$ cat config.mk
export PLATFORM = sky130hd
export DESIGN_NAME = object_section_stream_parser
export DESIGN_NICKNAME = d
export VERILOG_FILES = /design/src/rtl/osp_pkg.sv /design/src/rtl/object_section_stream_parser.sv
export SDC_FILE = /design/constraint.sdc
export NUM_CORES = 1
export LEC_CHECK = 0
export ABC_AREA = 0
export BUFFER_PORTS_ARGS = -buffer_cell sky130_fd_sc_hd__buf_2
export CAP_MARGIN = 20
export CORE_UTILIZATION = 30
export DETAILED_ROUTE_END_ITERATION = 12
export PLACE_DENSITY = 0.48
export SLEW_MARGIN = 15
export SYNTH_ARGS = -nofsm -noshare
export SYNTH_HDL_FRONTEND = slang
export SYNTH_SLANG_ARGS = --single-unit
export TNS_END_PERCENT = 5
$ cat constraint.sdc
create_clock -name clock -period 9.9 [get_ports clock]
set_input_delay 1.98 -clock clock [delete_from_list [all_inputs] [get_ports clock]]
set_output_delay 1.98 -clock clock [all_outputs]
set_load 0.02 [all_outputs]
$ cat src/rtl/osp_pkg.sv
`timescale 1ns / 1ps

package osp_pkg;

   typedef enum logic [1:0] {
      PH_HEADER  = 2'd0,
      PH_ADDR    = 2'd1,
      PH_LEN     = 2'd2,
      PH_PAYLOAD = 2'd3
   } phase_type;

   typedef logic [1:0] kind_type;

   localparam kind_type KIND_CODE  = 2'd0;
   localparam kind_type KIND_DATA  = 2'd1;
   localparam kind_type KIND_LABEL = 2'd2;

   localparam logic [7:0] HDR_CODE_HI  = 8'hca;
   localparam logic [7:0] HDR_CODE_LO  = 8'hde;
   localparam logic [7:0] HDR_DATA_HI  = 8'hda;
   localparam logic [7:0] HDR_DATA_LO  = 8'hda;
   localparam logic [7:0] HDR_LABEL_HI = 8'hc3;
   localparam logic [7:0] HDR_LABEL_LO = 8'hb7;

endpackage

$ cat src/rtl/object_section_stream_parser.sv
`timescale 1ns / 1ps

// Parses an object image that arrives one byte per transaction. Bytes are paired
// big-endian into words; the words 0xCADE, 0xDADA and 0xC3B7 open a code, data or
// label section, each followed by an address word and a length word. Code and data
// sections give one record per payload word at an incrementing address, label
// sections one record per payload byte at the label address, and the final record
// of a section has rsp_last set. A section of length zero gives no record. The
// block takes one byte per cycle while results are taken: a byte passes through
// an input register and is parsed in the single step from there into the result
// register, so a byte may be accepted while a result still waits to be taken.
module object_section_stream_parser
   import osp_pkg::*;
(
   input  logic        clock,
   input  logic        reset,
   input  logic        req_valid,
   output logic        req_ready,
   input  logic [7:0]  req_in_byte,
   output logic        rsp_valid,
   input  logic        rsp_ready,
   output logic [1:0]  rsp_kind,
   output logic [15:0] rsp_address,
   output logic [15:0] rsp_value,
   output logic        rsp_last
);

   logic        in_vld_ff, in_vld_in;
   logic [7:0]  in_byte_ff;
   logic        out_free, advance;

   phase_type   phase_ff, phase_in;
   kind_type    kind_ff, kind_in;
   logic [15:0] addr_ff, addr_in;
   logic [15:0] cnt_ff, cnt_in;
   logic [7:0]  hold_ff, hold_in;
   logic        parity_ff, parity_in;

   logic        rsp_valid_ff, rsp_valid_in;
   kind_type    rsp_kind_ff, rsp_kind_in;
   logic [15:0] rsp_address_ff, rsp_address_in;
   logic [15:0] rsp_value_ff, rsp_value_in;
   logic        rsp_last_ff, rsp_last_in;

   logic        label_pay, word_done, emit, count_end;
   logic [15:0] word;

   assign out_free  = !rsp_valid_ff || rsp_ready;
   assign advance   = in_vld_ff && out_free;
   assign req_ready = !in_vld_ff || out_free;

   assign in_vld_in = (req_valid && req_ready) || (in_vld_ff && !advance);

   assign label_pay = (phase_ff == PH_PAYLOAD) && (kind_ff == KIND_LABEL);
   assign word_done = !label_pay && parity_ff;
   assign word      = {hold_ff, in_byte_ff};
   assign count_end = (cnt_ff == 16'd1);
   assign emit      = advance && (phase_ff == PH_PAYLOAD) && (label_pay || parity_ff);

   // Next phase.
   always_comb begin
      phase_in = phase_ff;
      if (advance) begin
         if (label_pay) begin
            if (count_end) begin
               phase_in = PH_HEADER;
            end
         end else if (word_done) begin
            unique case (phase_ff)
               PH_HEADER: begin
                  if ((hold_ff == HDR_CODE_HI && in_byte_ff == HDR_CODE_LO) ||
                      (hold_ff == HDR_DATA_HI && in_byte_ff == HDR_DATA_LO) ||
                      (hold_ff == HDR_LABEL_HI && in_byte_ff == HDR_LABEL_LO)) begin
                     phase_in = PH_ADDR;
                  end
               end
               PH_ADDR:    phase_in = PH_LEN;
               PH_LEN:     phase_in = (word != 16'd0) ? PH_PAYLOAD : PH_HEADER;
               PH_PAYLOAD: phase_in = count_end ? PH_HEADER : PH_PAYLOAD;
               default:    phase_in = PH_HEADER;
            endcase
         end
      end
   end

   // Data path and result.
   always_comb begin
      kind_in        = kind_ff;
      addr_in        = addr_ff;
      cnt_in         = cnt_ff;
      hold_in        = hold_ff;
      parity_in      = parity_ff;
      rsp_kind_in    = rsp_kind_ff;
      rsp_address_in = rsp_address_ff;
      rsp_value_in   = rsp_value_ff;
      rsp_last_in    = rsp_last_ff;
      rsp_valid_in   = rsp_valid_ff && !rsp_ready;
      if (advance) begin
         rsp_valid_in = emit;
         if (label_pay) begin
            rsp_kind_in    = KIND_LABEL;
            rsp_address_in = addr_ff;
            rsp_value_in   = {8'd0, in_byte_ff};
            rsp_last_in    = count_end;
            cnt_in         = cnt_ff - 16'd1;
            if (count_end) begin
               parity_in = 1'b0;
            end
         end else if (!parity_ff) begin
            hold_in   = in_byte_ff;
            parity_in = 1'b1;
         end else begin
            parity_in = 1'b0;
            unique case (phase_ff)
               PH_HEADER: begin
                  priority if (hold_ff == HDR_CODE_HI && in_byte_ff == HDR_CODE_LO) begin
                     kind_in = KIND_CODE;
                  end else if (hold_ff == HDR_DATA_HI && in_byte_ff == HDR_DATA_LO) begin
                     kind_in = KIND_DATA;
                  end else if (hold_ff == HDR_LABEL_HI && in_byte_ff == HDR_LABEL_LO) begin
                     kind_in = KIND_LABEL;
                  end else begin
                     kind_in = kind_ff;
                  end
               end
               PH_ADDR: addr_in = word;
               PH_LEN:  cnt_in  = word;
               PH_PAYLOAD: begin
                  rsp_kind_in    = kind_ff;
                  rsp_address_in = addr_ff;
                  rsp_value_in   = word;
                  rsp_last_in    = count_end;
                  addr_in        = addr_ff + 16'd1;
                  cnt_in         = cnt_ff - 16'd1;
               end
               default: kind_in = kind_ff;
            endcase
         end
      end
   end

   always_ff @(posedge clock) begin
      if (reset) begin
         in_vld_ff    <= 1'b0;
         phase_ff     <= PH_HEADER;
         kind_ff      <= KIND_CODE;
         addr_ff      <= 16'd0;
         cnt_ff       <= 16'd0;
         hold_ff      <= 8'd0;
         parity_ff    <= 1'b0;
         rsp_valid_ff <= 1'b0;
      end else begin
         in_vld_ff    <= in_vld_in;
         phase_ff     <= phase_in;
         kind_ff      <= kind_in;
         addr_ff      <= addr_in;
         cnt_ff       <= cnt_in;
         hold_ff      <= hold_in;
         parity_ff    <= parity_in;
         rsp_valid_ff <= rsp_valid_in;
      end
   end

   always_ff @(posedge clock) begin
      if (req_valid && req_ready) begin
         in_byte_ff <= req_in_byte;
      end
      rsp_kind_ff    <= rsp_kind_in;
      rsp_address_ff <= rsp_address_in;
      rsp_value_ff   <= rsp_value_in;
      rsp_last_ff    <= rsp_last_in;
   end

   assign rsp_valid   = rsp_valid_ff;
   assign rsp_kind    = rsp_kind_ff;
   assign rsp_address = rsp_address_ff;
   assign rsp_value   = rsp_value_ff;
   assign rsp_last    = rsp_last_ff;

   // A payload section always has records left to give.
   a_payload_count: assert property (@(posedge clock) disable iff (reset)
      phase_ff == PH_PAYLOAD |-> cnt_ff != 16'd0)
      else $error("payload phase with zero remaining count");

   // Label payload bytes are taken one at a time, never mid-word.
   a_label_parity: assert property (@(posedge clock) disable iff (reset)
      (phase_ff == PH_PAYLOAD && kind_ff == KIND_LABEL) |-> !parity_ff)
      else $error("label payload entered with a half word pending");

   // The final record of a section returns the parser to header search.
   a_last_ends: assert property (@(posedge clock) disable iff (reset)
      (emit && count_end) |=> (phase_ff == PH_HEADER && !parity_ff))
      else $error("section did not end after its last record");

   // A result is only produced from a byte held in the input register.
   a_emit_source: assert property (@(posedge clock) disable iff (reset)
      (rsp_valid_ff && !$past(rsp_valid_ff)) |-> $past(in_vld_ff))
      else $error("result without a byte to produce it");

   a_kind_legal: assert property (@(posedge clock) disable iff (reset)
      rsp_valid_ff |-> (rsp_kind_ff == KIND_CODE || rsp_kind_ff == KIND_DATA ||
                        rsp_kind_ff == KIND_LABEL))
      else $error("result carries an undefined record kind");

endmodule

==> summary.txt <==
Clock network
  – H-tree depth: 3
  – TritonCTS Buffers: 9
  – Sink Count: 90
  – Skew-Pair Late Insertion Delay: 340 ps
  – Clock tree buffer depth: 2
  – Worst-path clk slew: 60 ps
  – Post-CTS resize count: 0
  – CTS tree: done
  – Post-CTS Setup Bufs: 0
  – Clock root buffer: clkbuf_16
  – Hold-fix buffers, CTS: 0

Final layout
  – Share of layout cells above drive strength 1: 0.1634
  – Nets: 463
  – Register Area: 0.002232 mm^2
  – Final instance area: 0.004798 mm^2
  – # diodes: 0
  – Fillers: 1328
  – Footprint of the multi-input gates: 0.001749 mm^2
  – Area Growth Syn to Fin: 16.96%
  – Final Util: 0.3609

Setup path
  – Crit-path max cell delay: 210 ps
  – Critical path launch point type: input pin
  – Crit-path cells: buf_2, nor2b_1, nand2_1, buf_2
  – CP Max Fanout: 4
  – FF-to-FF setup slack: 7330 ps
  – Critical Path Start: rsp_ready
  – Crit path arrival time: 2570 ps
  – Critical path depth: 4
  – Crit path max-delay family: simple AND/OR/NAND/NOR gates
  – R2r startpoint: phase_ff[1]
  – Most frequent CP cell: buf_2
  – Worst setup path end: req_ready
  – Worst R2R End: rsp_value[0]
  – WS Path Type: in -> out
  – Path depth of the worst reg2reg path: 4
  – WP buf/inv: 2
  – Critical Path End Type: primary output
  – Data required, critical path: 7920 ps
  – Worst path slowest cell: nor2b_1

Power and ir drop
  – Cell Pwr Density: 158.9 mW/mm^2
  – Clock share of power: 0.441
  – Leak Pwr: 1.575 nW
  – Logic pwr share: 0.030
  – Register share of total power: 0.529
  – Design Power: 0.7627 mW
  – Max VDD drop: 73.57 uV
  – Sw power: 0.1649 mW
  – P_int: 0.5978 mW
  – Switch share: 0.2162

Synthesis
  – Area contributors post-synth: edfxtp_1, dfxtp_1, nor2_1
  – Syn nets: 431
  – Avg Synthesized Cell Area: 9.862 um^2
  – Post-synthesis cell count: 416
  – Number of synthesized flops with an enable pin: 43
  – Yosys warns: 0
  – Most common library cells after synthesis: dfxtp_1, edfxtp_1, nor2_1
  – Ys async rst share: 0
  – Post-Syn Area: 0.004103 mm^2
  – Sequential cell area fraction in the yosys report: 0.5441
  – Cell with the most instances after synthesis: dfxtp_1
  – Yosys top cell area share: 0.3147
  – Synth cell types: 52
  – Top cell type by total area after synthesis: edfxtp_1
  – Seq cells post-synth: 90
  – Ys flop type: dfxtp_1

Floorplanning
  – Die height: 118.9 um
  – Die Wd: 118.9 um
  – Core area: 0.01330 mm^2
  – Die area: 0.01415 mm^2
  – I/O Pins: 49
  – Core Rows: 42
  – Starting density of the core: 0.3086

STA
  – Clk_skew: 5.225 ps
  – Max-slew violation count: 0
  – Final Hold Viols: 0
  – Minimum clock period: 4545 ps
  – Setup TNS Final: 0 ps
  – RSZ-0062 raised after global routing: false
  – Headroom to the max-slew limit: 0.3352
  – Tcrit/Tclk final: 0.4591
  – Peak Freq: 220.0 MHz
  – Final setup violation count: 0
  – PnR worst setup slack: 5355 ps
  – Least-Margin Pin Slew: 997.3 ps

Global routing
  – Largest net degree at the start of global routing: 51
  – Antenna violations before repair: 0
  – GRT overflow: 0
  – Vias in the first global route: 3035
  – First-pass GRT wire length: 16450 um
  – GR Util All Layers: 0.1502

Placed design
  – GP Congestion: 0.8073
  – Detailed Place HPWL: 6847 um
  – Post-DP Area: 0.004469 mm^2
  – Placement Setup Slack: 5276 ps
  – Port bufs: 48

Routing
  – Top routing layer in use: met4
  – DR WL met2: 4760 um
  – Routed Antenna Nets: 0
  – DRC: 0
  – DRT iter0 DRCs: 297
  – Met3 routed WL: 379 um
  – M1 wire length: 4798 um
  – Vias: 3294
  – Detailed Routing Iterations Pass 1: 5
  – Via density: 5.237
  – Wire per inst: 16.18 um
  – Detailed Route WL: 10180 um

Status
  – Status: finished, final reports clean

Hold path
  – Worst hold path type: reg -> reg

Job
  – Max Cap Viol: 0
==> sequential cells by signal, indices dropped and copies added, names as in the netlist, 2 cells and up <==
signal,flops
rsp_kind,2
in_byte_ff,8
rsp_value,16
hold_ff,8
phase_ff,2
kind_ff,2
cnt_ff,16
rsp_address,16
addr_ff,16
==> cell families after synthesis <==
family,count (synthesis),synth area share
simple gates,167,0.2113
compound gates,110,0.1784
fa+ha+maj,3,0.009150
flops,90,0.5441
buf+inv,36,0.03294
xor+xnor,1,0.002135
mux,9,0.02196
==> worst min path at each step <==
stage / start / depth (start not counted) / end
6_report: addr_ff[15] / 0 / rsp_address[15]
2_1_floorplan: addr_ff[15] / 0 / rsp_address[15]
5_1_grt: addr_ff[15] / 0 / rsp_address[15]
4_1_cts: addr_ff[15] / 0 / rsp_address[15]
3_5_place_dp: addr_ff[15] / 0 / rsp_address[15]
3_3_place_gp: addr_ff[15] / 0 / rsp_address[15]
==> placed cells by master (no fill, tap or decap), types with 10 or more instances in the layout <==
cell	synthesis	layout
nand2_1	37	37
nor2_1	42	41
edfxtp_1	43	43
o21ai_0	30	30
buf_2	0	48
nor3_1	12	12
a21oi_1	27	27
nand3_1	12	12
dfxtp_1	47	47
and2_1	13	13
nor4_1	10	10
==> power by group through the flow <==
| stage | Clock (mW) | Sequential [mW] | Combinational [mW] |
|---|---|---|---|
| 2_1_floorplan | 0 | 0.406 | 0.0175 |
| 3_3_place_gp | 0 | 0.411 | 0.0232 |
| 3_5_place_dp | 0 | 0.411 | 0.0234 |
| 4_1_cts | 0.347 | 0.403 | 0.0235 |
| 5_1_grt | 0.359 | 0.404 | 0.0257 |
| 6_report | 0.336 | 0.403 | 0.0232 |
==> per-layer routing <==
layer | track usage | vias to the layer above
met5 | 0 | -
met4 | 0.08465 | 0
met3 | 0.02443 | 20
met2 | 0.2273 | 78
met1 | 0.2031 | 1570
li1 | - | 1626
==> cell type report <==
class                      instances  area share
sequential                        90      0.4652
multi-input combinational        290      0.3645
timing repair buffer              50     0.05737
tap                              176     0.04589
inverter                           7    0.005476
clock buffer                       9     0.04694
clock inverter                     7     0.01460
==> stage by stage <==
stage / hold slack (ps) / std cells
after detailed placement: 461.6 / 612
final: 469.1 / 629
after global placement: 448.9 / 612
after CTS: 472.6 / 628
after global routing: 479.4 / 629
after floorplan: 430.8 / 416
Power figures use the tool's default switching activity.
